$ cat config.mk
export PLATFORM = sky130hd
export DESIGN_NAME = bezier_easing_bisection_top_flat
export DESIGN_NICKNAME = d
export VERILOG_FILES = /design/src/rtl/bez_pkg.sv /design/src/rtl/bez_in_if.sv /design/src/rtl/bez_out_if.sv /design/src/rtl/bez_dpath.sv /design/src/rtl/bez_ctrl.sv /design/src/rtl/bezier_easing_bisection_top.sv /design/src/flat_wrapper.sv
export SDC_FILE = /design/constraint.sdc
export NUM_CORES = 2
export LEC_CHECK = 0
export ABC_CLOCK_PERIOD_IN_PS = 9000
export BUFFER_PORTS_ARGS = -buffer_cell sky130_fd_sc_hd__buf_2
export CAP_MARGIN = 20
export CORE_MARGIN = 2
export CORE_UTILIZATION = 55
export CTS_CLUSTER_DIAMETER = 80
export DETAILED_ROUTE_END_ITERATION = 10
export PLACE_DENSITY = 0.82
export SYNTH_ARGS = -nofsm -noshare
export SYNTH_HDL_FRONTEND = slang
export SYNTH_SLANG_ARGS = --single-unit
$ cat constraint.sdc
create_clock -name clk_i -period 9 [get_ports clk_i]
set_clock_uncertainty 0.15 [all_clocks]
set_input_delay 1.8 -clock clk_i [delete_from_list [all_inputs] [get_ports clk_i]]
set_output_delay 1.8 -clock clk_i [all_outputs]
set_load 0.005 [all_outputs]
$ cat src/rtl/bez_pkg.sv
// bez_pkg: shared constants, widths and control structs of the bezier easing block
`timescale 1ns / 1ps

package bez_pkg;

  // search depth and output precision
  localparam int BISECT_STEPS  = 12;
  localparam int FRACTION_BITS = 16;

  // field widths
  localparam int CTRL_W   = 7;
  localparam int CTRL_MAX = 127;
  localparam int TIME_W   = FRACTION_BITS + 1;

  // curve parameter s in units of 2^-POS_BITS, r = 1 - s needs one more bit
  localparam int POS_BITS = BISECT_STEPS + 1;
  localparam int RW       = POS_BITS + 1;

  // evaluation chain widths
  localparam int SR_W  = POS_BITS + RW;
  localparam int U_W   = CTRL_W + RW;
  localparam int W_W   = U_W + 1;
  localparam int SS_W  = 2 * POS_BITS;
  localparam int SSS_W = 3 * POS_BITS;
  localparam int K_W   = SSS_W + CTRL_W;
  localparam int P_W   = SR_W + W_W;
  localparam int N_W   = 3 * POS_BITS + 9;

  // rounding of N / (127 * 2^(3*POS_BITS)) to Q1.FRACTION_BITS
  localparam int SH    = 3 * POS_BITS - FRACTION_BITS;
  localparam int SH_R  = (SH > 0) ? SH : 0;
  localparam int SH_L  = (SH > 0) ? 0 : -SH;
  localparam int SH_R1 = (SH > 1) ? SH - 1 : 0;
  localparam longint unsigned RND = (SH > 0) ?
      longint'(CTRL_MAX) * (longint'(1) << SH_R1) : longint'(CTRL_MAX / 2);

  // division by 127 as multiplication by a rounded-up reciprocal
  localparam int AP_W  = FRACTION_BITS + 8;
  localparam int RCP_E = AP_W + 7;
  localparam int RCP_W = AP_W + 1;
  localparam int MUL_W = AP_W + RCP_W;
  localparam longint unsigned RCP = ((longint'(1) << RCP_E) + CTRL_MAX - 1) / CTRL_MAX;
  localparam int X_W   = FRACTION_BITS + 2;

  // sequencing
  localparam int EVAL_CYCLES = 6;
  localparam int PH_W        = $clog2(EVAL_CYCLES);
  localparam int ITER_W      = $clog2(BISECT_STEPS + 1);

  localparam logic [TIME_W-1:0] ONE_Q = {1'b1, {FRACTION_BITS{1'b0}}};

  // controller to datapath
  typedef struct packed {
    logic load;
    logic use_y;
    logic move;
    logic res_load;
  } bez_cmd_t;

  // datapath to controller
  typedef struct packed {
    logic ident;
    logic x_eq;
    logic t_le;
  } bez_status_t;

endpackage

$ cat src/rtl/bez_in_if.sv
// bez_in_if: input channel carrying time fraction and control points
`timescale 1ns / 1ps

interface bez_in_if;
  import bez_pkg::*;

  logic              valid;
  logic              ready;
  logic [TIME_W-1:0] time_fraction;
  logic [CTRL_W-1:0] ctrl_ax;
  logic [CTRL_W-1:0] ctrl_ay;
  logic [CTRL_W-1:0] ctrl_bx;
  logic [CTRL_W-1:0] ctrl_by;

  modport source (
    output valid, time_fraction, ctrl_ax, ctrl_ay, ctrl_bx, ctrl_by,
    input  ready
  );

  modport sink (
    input  valid, time_fraction, ctrl_ax, ctrl_ay, ctrl_bx, ctrl_by,
    output ready
  );
endinterface

$ cat src/rtl/bez_out_if.sv
// bez_out_if: output channel carrying the eased fraction
`timescale 1ns / 1ps

interface bez_out_if;
  import bez_pkg::*;

  logic              valid;
  logic              ready;
  logic [TIME_W-1:0] eased_fraction;

  modport source (
    output valid, eased_fraction,
    input  ready
  );

  modport sink (
    input  valid, eased_fraction,
    output ready
  );
endinterface

$ cat src/rtl/bez_dpath.sv
// bez_dpath: operand registers, curve evaluation chain, bisection update and result register
`timescale 1ns / 1ps

module bez_dpath (
  input  logic                        clk_i,
  input  logic                        rst_ni,
  input  bez_pkg::bez_cmd_t           cmd_i,
  input  logic [bez_pkg::TIME_W-1:0]  time_fraction_i,
  input  logic [bez_pkg::CTRL_W-1:0]  ctrl_ax_i,
  input  logic [bez_pkg::CTRL_W-1:0]  ctrl_ay_i,
  input  logic [bez_pkg::CTRL_W-1:0]  ctrl_bx_i,
  input  logic [bez_pkg::CTRL_W-1:0]  ctrl_by_i,
  output bez_pkg::bez_status_t        status_o,
  output logic [bez_pkg::TIME_W-1:0]  eased_fraction_o
);
  import bez_pkg::*;

  localparam logic [POS_BITS-1:0] S_INIT    = {1'b1, {(POS_BITS-1){1'b0}}};
  localparam logic [POS_BITS-1:0] STEP_INIT = S_INIT >> 1;
  localparam int                  APX_W     = N_W + SH_L + 1;

  logic [TIME_W-1:0]   t_q;
  logic [CTRL_W-1:0]   ax_q, ay_q, bx_q, by_q;
  logic [POS_BITS-1:0] s_q, step_q;
  logic [RW-1:0]       r;
  logic [CTRL_W-1:0]   coef_a, coef_b;
  logic [SR_W-1:0]     sr_q;
  logic [U_W-1:0]      u_q, v_q;
  logic [SS_W-1:0]     ss_q;
  logic [W_W-1:0]      w_q;
  logic [SSS_W-1:0]    sss_q;
  logic [P_W-1:0]      p_q;
  logic [K_W-1:0]      k_q;
  logic [N_W-1:0]      n_q;
  logic [APX_W-1:0]    ap_full;
  logic [AP_W-1:0]     ap_q;
  logic [MUL_W-1:0]    xp;
  logic [X_W-1:0]      x_q;
  logic [TIME_W-1:0]   y_sat;
  logic [TIME_W-1:0]   res_q;

  // operands of the curve under evaluation
  assign r      = {1'b1, {POS_BITS{1'b0}}} - {1'b0, s_q};
  assign coef_a = cmd_i.use_y ? ay_q : ax_q;
  assign coef_b = cmd_i.use_y ? by_q : bx_q;

  // input capture, clamped to one
  always_ff @(posedge clk_i) begin
    if (cmd_i.load) begin
      t_q  <= (time_fraction_i > ONE_Q) ? ONE_Q : time_fraction_i;
      ax_q <= ctrl_ax_i;
      ay_q <= ctrl_ay_i;
      bx_q <= ctrl_bx_i;
      by_q <= ctrl_by_i;
    end
  end

  // bisection position and step
  always_ff @(posedge clk_i or negedge rst_ni) begin
    if (!rst_ni) begin
      s_q    <= S_INIT;
      step_q <= STEP_INIT;
    end else if (cmd_i.load) begin
      s_q    <= S_INIT;
      step_q <= STEP_INIT;
    end else if (cmd_i.move) begin
      s_q    <= status_o.t_le ? s_q - step_q : s_q + step_q;
      step_q <= step_q >> 1;
    end
  end

  // rounding and reciprocal product
  assign ap_full = (APX_W'(n_q) << SH_L) + APX_W'(RND);
  assign xp      = MUL_W'(ap_q) * MUL_W'(RCP);

  // evaluation chain, x(s) settles in x_q while s is held
  always_ff @(posedge clk_i) begin
    sr_q  <= SR_W'(s_q) * SR_W'(r);
    u_q   <= U_W'(coef_a) * U_W'(r);
    v_q   <= U_W'(coef_b) * U_W'(s_q);
    ss_q  <= SS_W'(s_q) * SS_W'(s_q);
    w_q   <= W_W'(u_q) + W_W'(v_q);
    sss_q <= SSS_W'(ss_q) * SSS_W'(s_q);
    p_q   <= P_W'(sr_q) * P_W'(w_q);
    k_q   <= (K_W'(sss_q) << CTRL_W) - K_W'(sss_q);
    n_q   <= (N_W'(p_q) << 1) + N_W'(p_q) + N_W'(k_q);
    ap_q  <= AP_W'(ap_full >> SH_R);
    x_q   <= xp[RCP_E +: X_W];
  end

  // comparisons for the controller
  assign status_o.ident = (ax_q == ay_q) && (bx_q == by_q);
  assign status_o.x_eq  = (X_W'(t_q) == x_q);
  assign status_o.t_le  = (X_W'(t_q) <= x_q);

  // result register feeding the output channel
  assign y_sat = (x_q > X_W'(ONE_Q)) ? ONE_Q : x_q[TIME_W-1:0];

  always_ff @(posedge clk_i) begin
    if (cmd_i.res_load) begin
      res_q <= status_o.ident ? t_q : y_sat;
    end
  end

  assign eased_fraction_o = res_q;

  // step stays a single power of two until it runs out
  a_step_pow2: assert property (@(posedge clk_i) disable iff (!rst_ni)
    $onehot0(step_q))
    else $error("bisection step is not a power of two");

  // a move never drives s to zero
  a_s_nonzero: assert property (@(posedge clk_i) disable iff (!rst_ni)
    cmd_i.move |=> (s_q != '0))
    else $error("bisection position reached zero");

endmodule

$ cat src/rtl/bez_ctrl.sv
// bez_ctrl: sequencer for load, bisection steps, final y evaluation and output handoff
`timescale 1ns / 1ps

module bez_ctrl (
  input  logic                 clk_i,
  input  logic                 rst_ni,
  input  logic                 in_valid_i,
  output logic                 in_ready_o,
  output logic                 out_valid_o,
  input  logic                 out_ready_i,
  input  bez_pkg::bez_status_t status_i,
  output bez_pkg::bez_cmd_t    cmd_o
);
  import bez_pkg::*;

  localparam logic [2:0] ST_IDLE   = 3'd0;
  localparam logic [2:0] ST_START  = 3'd1;
  localparam logic [2:0] ST_EVAL   = 3'd2;
  localparam logic [2:0] ST_DECIDE = 3'd3;
  localparam logic [2:0] ST_DONE   = 3'd4;

  logic [2:0]        state_q, state_d;
  logic [PH_W-1:0]   phase_q, phase_d;
  logic [ITER_W-1:0] iter_q, iter_d;
  logic              use_y_q, use_y_d;
  logic              out_valid_q, out_valid_d;

  assign in_ready_o  = (state_q == ST_IDLE);
  assign out_valid_o = out_valid_q;

  // next state and commands
  always_comb begin
    state_d     = state_q;
    phase_d     = phase_q;
    iter_d      = iter_q;
    use_y_d     = use_y_q;
    cmd_o       = '0;
    cmd_o.use_y = use_y_q;
    unique case (state_q)
      ST_IDLE: begin
        if (in_valid_i) begin
          cmd_o.load = 1'b1;
          use_y_d    = 1'b0;
          iter_d     = '0;
          state_d    = ST_START;
        end
      end
      ST_START: begin
        phase_d = '0;
        state_d = status_i.ident ? ST_DONE : ST_EVAL;
      end
      ST_EVAL: begin
        if (phase_q == PH_W'(EVAL_CYCLES - 1)) begin
          state_d = ST_DECIDE;
        end else begin
          phase_d = phase_q + 1'b1;
        end
      end
      ST_DECIDE: begin
        phase_d = '0;
        if (use_y_q) begin
          state_d = ST_DONE;
        end else if (status_i.x_eq) begin
          // exact hit ends the search early
          use_y_d = 1'b1;
          state_d = ST_EVAL;
        end else begin
          cmd_o.move = 1'b1;
          state_d    = ST_EVAL;
          if (iter_q == ITER_W'(BISECT_STEPS - 1)) begin
            use_y_d = 1'b1;
          end else begin
            iter_d = iter_q + 1'b1;
          end
        end
      end
      ST_DONE: begin
        if (!out_valid_q || out_ready_i) begin
          cmd_o.res_load = 1'b1;
          state_d        = ST_IDLE;
        end
      end
      default: state_d = ST_IDLE;
    endcase
  end

  // output valid flag
  always_comb begin
    if (cmd_o.res_load) begin
      out_valid_d = 1'b1;
    end else if (out_ready_i) begin
      out_valid_d = 1'b0;
    end else begin
      out_valid_d = out_valid_q;
    end
  end

  // control registers
  always_ff @(posedge clk_i or negedge rst_ni) begin
    if (!rst_ni) begin
      state_q     <= ST_IDLE;
      phase_q     <= '0;
      iter_q      <= '0;
      use_y_q     <= 1'b0;
      out_valid_q <= 1'b0;
    end else begin
      state_q     <= state_d;
      phase_q     <= phase_d;
      iter_q      <= iter_d;
      use_y_q     <= use_y_d;
      out_valid_q <= out_valid_d;
    end
  end

  // an accepted transaction always starts a new solve
  a_load_start: assert property (@(posedge clk_i) disable iff (!rst_ni)
    (in_valid_i && in_ready_o) |=> (state_q == ST_START))
    else $error("accepted transaction did not start a solve");

  // step counter stays within the search depth
  a_iter_bound: assert property (@(posedge clk_i) disable iff (!rst_ni)
    (state_q != ST_IDLE) |-> (iter_q <= ITER_W'(BISECT_STEPS - 1)))
    else $error("bisection step counter out of range");

  // a loaded result is presented and the block is free again
  a_res_valid: assert property (@(posedge clk_i) disable iff (!rst_ni)
    cmd_o.res_load |=> (out_valid_o && (state_q == ST_IDLE)))
    else $error("result load did not raise output valid");

endmodule

$ cat src/rtl/bezier_easing_bisection_top.sv
// bezier_easing_bisection_top: cubic bezier easing solver, controller plus datapath
`timescale 1ns / 1ps

// Maps a linear time fraction t (unsigned Q1.16, clamped to 1.0) through a cubic
// bezier easing curve with control points (ax,ay) and (bx,by), each given as value/127.
// Identity curves (ax==ay and bx==by) return the clamped t. Otherwise 12 bisection
// steps find s with x(s) close to t, stopping early on an exact match, and y(s) is
// returned rounded to Q1.16 and saturated at 1.0. One transaction is worked at a time.
// Each curve evaluation runs through a six-register multiply and round chain and a
// decision state, and a solve needs up to 13 evaluations between its start and
// handoff states. The result sits in an output register, so the next transaction
// is accepted while an earlier result still waits to be taken.
module bezier_easing_bisection_top (
  input  logic             clk_i,
  input  logic             rst_ni,
  bez_in_if.sink           in_i,
  bez_out_if.source        out_o
);
  import bez_pkg::*;

  bez_cmd_t    cmd;
  bez_status_t status;

  // sequencer
  bez_ctrl u_ctrl (
    .clk_i       (clk_i),
    .rst_ni      (rst_ni),
    .in_valid_i  (in_i.valid),
    .in_ready_o  (in_i.ready),
    .out_valid_o (out_o.valid),
    .out_ready_i (out_o.ready),
    .status_i    (status),
    .cmd_o       (cmd)
  );

  // arithmetic and result register
  bez_dpath u_dpath (
    .clk_i            (clk_i),
    .rst_ni           (rst_ni),
    .cmd_i            (cmd),
    .time_fraction_i  (in_i.time_fraction),
    .ctrl_ax_i        (in_i.ctrl_ax),
    .ctrl_ay_i        (in_i.ctrl_ay),
    .ctrl_bx_i        (in_i.ctrl_bx),
    .ctrl_by_i        (in_i.ctrl_by),
    .status_o         (status),
    .eased_fraction_o (out_o.eased_fraction)
  );

endmodule
$ cat src/flat_wrapper.sv
// flat-port wrapper written by rule: the top's interface ports become plain ports
module bezier_easing_bisection_top_flat import bez_pkg::*;
  (clk_i, rst_ni, in_i_valid, in_i_time_fraction, in_i_ctrl_ax, in_i_ctrl_ay, in_i_ctrl_bx, in_i_ctrl_by, in_i_ready, out_o_valid, out_o_eased_fraction, out_o_ready);
  bez_in_if in_i_i ();
  bez_out_if out_o_i ();
  input  logic clk_i;
  input  logic rst_ni;
  input wire logic [$bits(in_i_i.valid)-1:0] in_i_valid;
  input wire logic [$bits(in_i_i.time_fraction)-1:0] in_i_time_fraction;
  input wire logic [$bits(in_i_i.ctrl_ax)-1:0] in_i_ctrl_ax;
  input wire logic [$bits(in_i_i.ctrl_ay)-1:0] in_i_ctrl_ay;
  input wire logic [$bits(in_i_i.ctrl_bx)-1:0] in_i_ctrl_bx;
  input wire logic [$bits(in_i_i.ctrl_by)-1:0] in_i_ctrl_by;
  output wire logic [$bits(in_i_i.ready)-1:0] in_i_ready;
  output wire logic [$bits(out_o_i.valid)-1:0] out_o_valid;
  output wire logic [$bits(out_o_i.eased_fraction)-1:0] out_o_eased_fraction;
  input wire logic [$bits(out_o_i.ready)-1:0] out_o_ready;
  assign in_i_i.valid = in_i_valid;
  assign in_i_i.time_fraction = in_i_time_fraction;
  assign in_i_i.ctrl_ax = in_i_ctrl_ax;
  assign in_i_i.ctrl_ay = in_i_ctrl_ay;
  assign in_i_i.ctrl_bx = in_i_ctrl_bx;
  assign in_i_i.ctrl_by = in_i_ctrl_by;
  assign in_i_ready = in_i_i.ready;
  assign out_o_valid = out_o_i.valid;
  assign out_o_eased_fraction = out_o_i.eased_fraction;
  assign out_o_i.ready = out_o_ready;
  bezier_easing_bisection_top u_core (.clk_i(clk_i), .rst_ni(rst_ni), .in_i(in_i_i), .out_o(out_o_i));
endmodule
# ---- Word-level counts from Yosys, hierarchy flattened
# Cells that the tools add are included.
dict set report classes {
  magnitude_cmp 3
  add_sub_neg 10
  mux 36
  mul 7
  eq_ne 16
  n_reduce_logical 13
}
# cell n
set ops {}
lappend ops {{$mux W13} 5}
lappend ops {{$mul A24 B25 Y49 const B} 1}
lappend ops {{$add A47 B29 Y47 const B} 1}
lappend ops {{$add A47 B46 Y47} 1}
lappend ops {{$add A47 B47 Y47} 1}
lappend ops {{$mul A27 B22 Y47} 1}
lappend ops {{$sub A46 B39 Y46} 1}
lappend ops {{$mul A26 B13 Y39} 1}
lappend ops {{$mux W17} 2}
lappend ops {{$mul A13 B14 Y27} 1}
lappend ops {{$mul A13 B13 Y26} 1}
lappend ops {{$add A21 B20 Y22} 1}
lappend ops {{$mul A7 B14 Y21} 1}
lappend ops {{$mul A7 B13 Y20} 1}
lappend ops {{$eq A17 B18 Y1} 1}
lappend ops {{$gt A18 B17 Y1 const B} 1}
lappend ops {{$le A17 B18 Y1} 1}
lappend ops {{$mux W3} 6}
lappend ops {{$gt A17 B17 Y1 const B} 1}
lappend ops {{$mux W4} 4}
lappend ops {{$pmux W3 S5} 1}
lappend ops {{$eq A7 B7 Y1} 2}
lappend ops {{$mux W7} 2}
lappend ops {{$ne A2 B2 Y1 const B} 7}
lappend ops {{22 further kinds} 40}
dict set report word_totals {
  word_cells 109
  ff_bits 437
  inputBits 49
}

# ---- Longest topological paths before layout
dict set report depth {
  depth_word 6
  depth_mapped 30
  ltp_nobuf 27
}

# ---- By module
# Synthesis repeated with hierarchy kept, for this count alone.
dict set report hier_totals {
  cells_unflattened 6936
  hier_area_um2 65444.0
}
# module cells_each area_per_inst_um2 n_inst
set modules_own_cells {}
lappend modules_own_cells {bez_dpath 6857 64700.8 1}
lappend modules_own_cells {bez_ctrl 79 743.2 1}

# ---- Worst setup path after synthesis
# Ideal clock, no wire load.
dict set report synth_path {
  path_type {reg2reg}
  from {reg u_core.u_dpath.s_q[0]}
  to {reg u_core.u_dpath.sr_q[26]}
  required_ns 8.729
  stages_incl_launch_ff 31
  setup_ns 0.121
  path_buffers 4
  period_less_slack_ns 7.514
  setup_slack_ns 1.486
  t_arrival_ns 7.243
  path_cell_list {dfrtp_1 > clkbuf_1 > inv_1 > clkbuf_1 > ha_1 > nor3b_1 > and3_1 > nand2b_1 > nor4_1 > ha_1 > clkbuf_1 > nand2b_1 > fa_1 > inv_1 > fa_1 > fa_1 > inv_1 > fa_1 > inv_1 > fa_1 > ha_1 > clkbuf_1 > nand4_1 > nor3b_1 > nor3_1 > o41ai_1 > nand4_1 > a41oi_1 > o21a_1 > nor2_1 > xnor2_1}
}
dict set report synth_between {
  elab_chain_len 2
}
# element line_no
set synth_lines {}
lappend synth_lines {{start: declaration} bez_dpath.sv:24} ;# logic [POS_BITS-1:0] s_q, step_q;
lappend synth_lines {{start signal: assignment} bez_dpath.sv:67} ;# s_q <= status_o.t_le ? s_q - step_q : s_q + step_q;
lappend synth_lines {{$sub A14 B13 Y14} bez_dpath.sv:43} ;# assign r = {1'b1, {POS_BITS{1'b0}}} - {1'b0, s_q};
lappend synth_lines {{$mul A13 B14 Y27 *} bez_dpath.sv:78} ;# sr_q <= SR_W'(s_q) * SR_W'(r);
lappend synth_lines {{end signal: assignment} bez_dpath.sv:78}
lappend synth_lines {{end: declaration} bez_dpath.sv:27} ;# logic [SR_W-1:0] sr_q;
# Every way passes the cells marked *; elsewhere a longest branch is shown, timed or not.
# A chain may end at the register's enable or synchronous reset.

# ---- Final worst setup path
dict set report layout_path {
  from {reg u_core.u_dpath.w_q[3]}
  to {reg u_core.u_dpath.p_q[41]}
}
dict set report layout_between {
  elab_chain_len 1
}
# element line_no
set layout_lines {}
lappend layout_lines {{start: declaration} bez_dpath.sv:30} ;# logic [W_W-1:0] w_q;
lappend layout_lines {{start signal: assignment} bez_dpath.sv:82} ;# w_q <= W_W'(u_q) + W_W'(v_q);
lappend layout_lines {{$mul A27 B22 Y47} bez_dpath.sv:84} ;# p_q <= P_W'(sr_q) * P_W'(w_q);
lappend layout_lines {{end signal: assignment} bez_dpath.sv:84}
lappend layout_lines {{end: declaration} bez_dpath.sv:32} ;# logic [P_W-1:0] p_q;
# Every way passes these cells.

==> out/metrics.cfg <==
[outcome]
outcome = complete, no violations

[critical_path]
critPathArrivalTime_ps = 8360
start_kind = register
cp_max_fo = 27
setup.worst_path.class = register to register
r2r_end = u_core.u_dpath.p_q[41]
crit_end = u_core.u_dpath.p_q[41]
required_ps = 9330
rrSetupSlack_ps = 970
crit_start = u_core.u_dpath.w_q[3]
r2r_start = u_core.u_dpath.w_q[3]
cp-end-kind = register
reg2reg_depth = 22

[floorplan]
die_x_um = 350
die_h_um = 350
core_um2 = 118000
boundaryPins = 68
rows = 126
dieArea_um2 = 122000
start_util_pct = 55.6

[clock_tree]
clkSinkCount = 412
htreeDepth = 2
path_clk_slew_ps = 70
cts_setup_buffers = 0
worstSkewPairLatency_ps = 600
cts_hold_buffers = 0
cts_resized = 0
ctsRootBufferMaster = clkbuf_16
numCtsBuffers = 46
cts_buffer_depth = 3
cts_tree = done

[yosys]
synthArstFlopShare_pct = 8.98
synth_top_family_by_area = adder cells
synthMuxAreaShare_pct = 0.302
yosys-top-cells-area = fa_1 36%, ha_1 14%, dfxtp_1 9.5%
ys_ff_latch = 412
synth_fa_ha_area_share_pct = 50.1
syn_area_um2 = 65800
synth_xor_area_share_pct = 4.15
syn_inst = 7051
synth_common_cells = 1338 x inv_1, 1174 x fa_1, 822 x nand2_1
avgSynthCellArea_um2 = 9.33
synth_area_leader_cell = fa_1
synth.distinct_cells = 89
seq_area_frac_synth_pct = 13.8
yosysMostFrequentCell = inv_1
yosys_most_used_dff = dfxtp_1
synth_compound_area_share_pct = 7.51
synth-simple-area-share_pct = 14.9
ys.warnings.count = 0
synth_top_area_share_pct = 35.7
synth_edf_count = 62

[global_route]
grt_use_total_pct = 27.2
antenna_found_initial = 2
grt_pass1_vias = 51600
grt_max_degree = 62
grt_pass1_wl_um = 265000
grt-ovfl-total = 0

[route]
vias_per_cell = 5.60
top_layer_used = met5
drt-wirelength-per-cell_um = 18.8
drt-met1-wl_um = 63600
met2_length_um = 76400
vias = 48200
routed_wl_um = 162000
drtPass1Iterations = 6
first_iter_violations = 3476
drc = 0
wl_met3_um = 13400
ant_nets = 0

[timing]
layout_min_cycle_time_ps = 8030
hold_viol = 0
worst-slew-pin-transition_ps = 1210
post-route-period-util_pct = 89.3
drv_slew = 0
fin_tns_setup_ps = 0
relSlewSlack_pct = 19.2
setup_viol = 0
max_freq_ghz = 0.124
rsz0062_at_grt = false

[final_layout]
multiInputGateArea_um2 = 50800
syn_to_final_growth_pct = 5.54
regArea_um2 = 9070
final_layout_size_suffix_gt1_share_pct = 4.65
final_nets = 8956
insertedDiodeCount = 0
fillers = 9724

[placement]
gp_congestion = 0.937
hpwl_um = 128000
port_buffers = 67

[worst_hold_path]
holdCritStartpoint = u_core.u_dpath.n_q[46]
hold_class = register to register

[flow_run]
drv_cap = 0

worst max-delay path: stages, from the launching register on:
cell	delay, ps
dfxtp_1	1110
nand2_1	230
fa_1	570
fa_1	500
fa_1	490
inv_1	50
fa_1	560
fa_1	460
fa_1	580
inv_1	60
fa_1	540
inv_1	40
ha_1	380
a21oi_1	90
o21ai_0	380
o211ai_1	200
a21oi_1	310
o21ai_0	150
nand2_1	190
o211ai_1	160
a21oi_1	350
o21ai_0	180
xnor2_1	150
registers in the layout, indices dropped and copies added (netlist names), 4 cells and up:
signal,cells
u_core.u_dpath.ay_q,7
u_core.u_dpath.ss_q,25
u_core.u_dpath.ap_q,24
u_core.u_ctrl.iter_q,4
u_core.u_dpath.bx_q,7
u_core.u_dpath.k_q,46
u_core.u_dpath.sss_q,39
u_core.u_dpath.v_q,20
u_core.u_dpath.u_q,21
u_core.u_dpath.n_q,25
u_core.u_dpath.w_q,22
u_core.u_dpath.ax_q,7
u_core.u_dpath.p_q,47
u_core.u_dpath.x_q,18
u_core.u_dpath.step_q,12
u_core.u_dpath.eased_fraction_o,17
u_core.u_dpath.s_q,13
u_core.u_dpath.t_q,17
u_core.u_dpath.sr_q,26
u_core.u_dpath.by_q,7
kinds of logic (layout without fill, tap and decap cells):
logic type / count (synthesis) / count (layout)
simple gates: 2009 / 2009
fa+ha+maj: 1932 / 1932
buf+inv: 1614 / 1559
compound gates: 751 / 751
flops: 412 / 412
xor+xnor: 312 / 312
mux: 19 / 19
other cells: 2 / 18
layer usage:
| metal | global-route usage (%) | vias up |
|---|---|---|
| met5 | 0 | - |
| met4 | 12.4 | 2 |
| met3 | 4.45 | 452 |
| met2 | 45.0 | 2120 |
| met1 | 35.0 | 24000 |
| li1 | - | 21700 |
per-stage QoR:
| stage | hold slack (ps) | util (%) | instances | instance area (µm²) | setup WS (ps) |
|---|---|---|---|---|---|
| 6_report | 281 | 58.7 | 8612 | 69500 | 965 |
| 5_1_grt | 295 | 58.7 | 8612 | 69500 | 610 |
| 2_1_floorplan | 238 | - | 7067 | 65900 | 1490 |
| 3_3_place_gp | 268 | 57.1 | 8519 | 67600 | 1180 |
| 4_1_cts | 281 | 58.5 | 8606 | 69300 | 980 |
| 3_5_place_dp | 268 | 57.2 | 8521 | 67700 | 1010 |
cells in the final DEF, fill, tap and decap left out, types with 131 or more instances in the layout:
master and count:
nand2b_1 134, dfxtp_1 313, a21o_1 131, a21oi_1 230
nor2_1 238, fa_1 1174, xnor2_1 220, nand2_1 822
and2_1 430, o21ai_0 131, ha_1 758, inv_1 1338
cell type report:
cell class	instances	area share, %
repair buffers	133	1.40
clock buffers	57	1.81
flip-flops and latches	412	13.1
clock inverters	28	0.515
well taps	1600	2.88
multi-input cells	5041	73.1
inverters	1341	7.25
worst min path at each step:
stage	endpoint	slack, ps	cells past startpoint
final	u_core.u_dpath.ap_q[23]	280	1
after global routing	u_core.u_dpath.k_q[0]	300	0
after CTS	u_core.u_dpath.k_q[0]	280	0
after detailed placement	u_core.u_dpath.k_q[0]	270	0
after global placement	u_core.u_dpath.ap_q[23]	270	1
after floorplan	u_core.u_dpath.k_q[0]	240	0
Power is not shown: default switching activity piles up to over one toggle a cycle in this logic, so the estimate is an artifact.
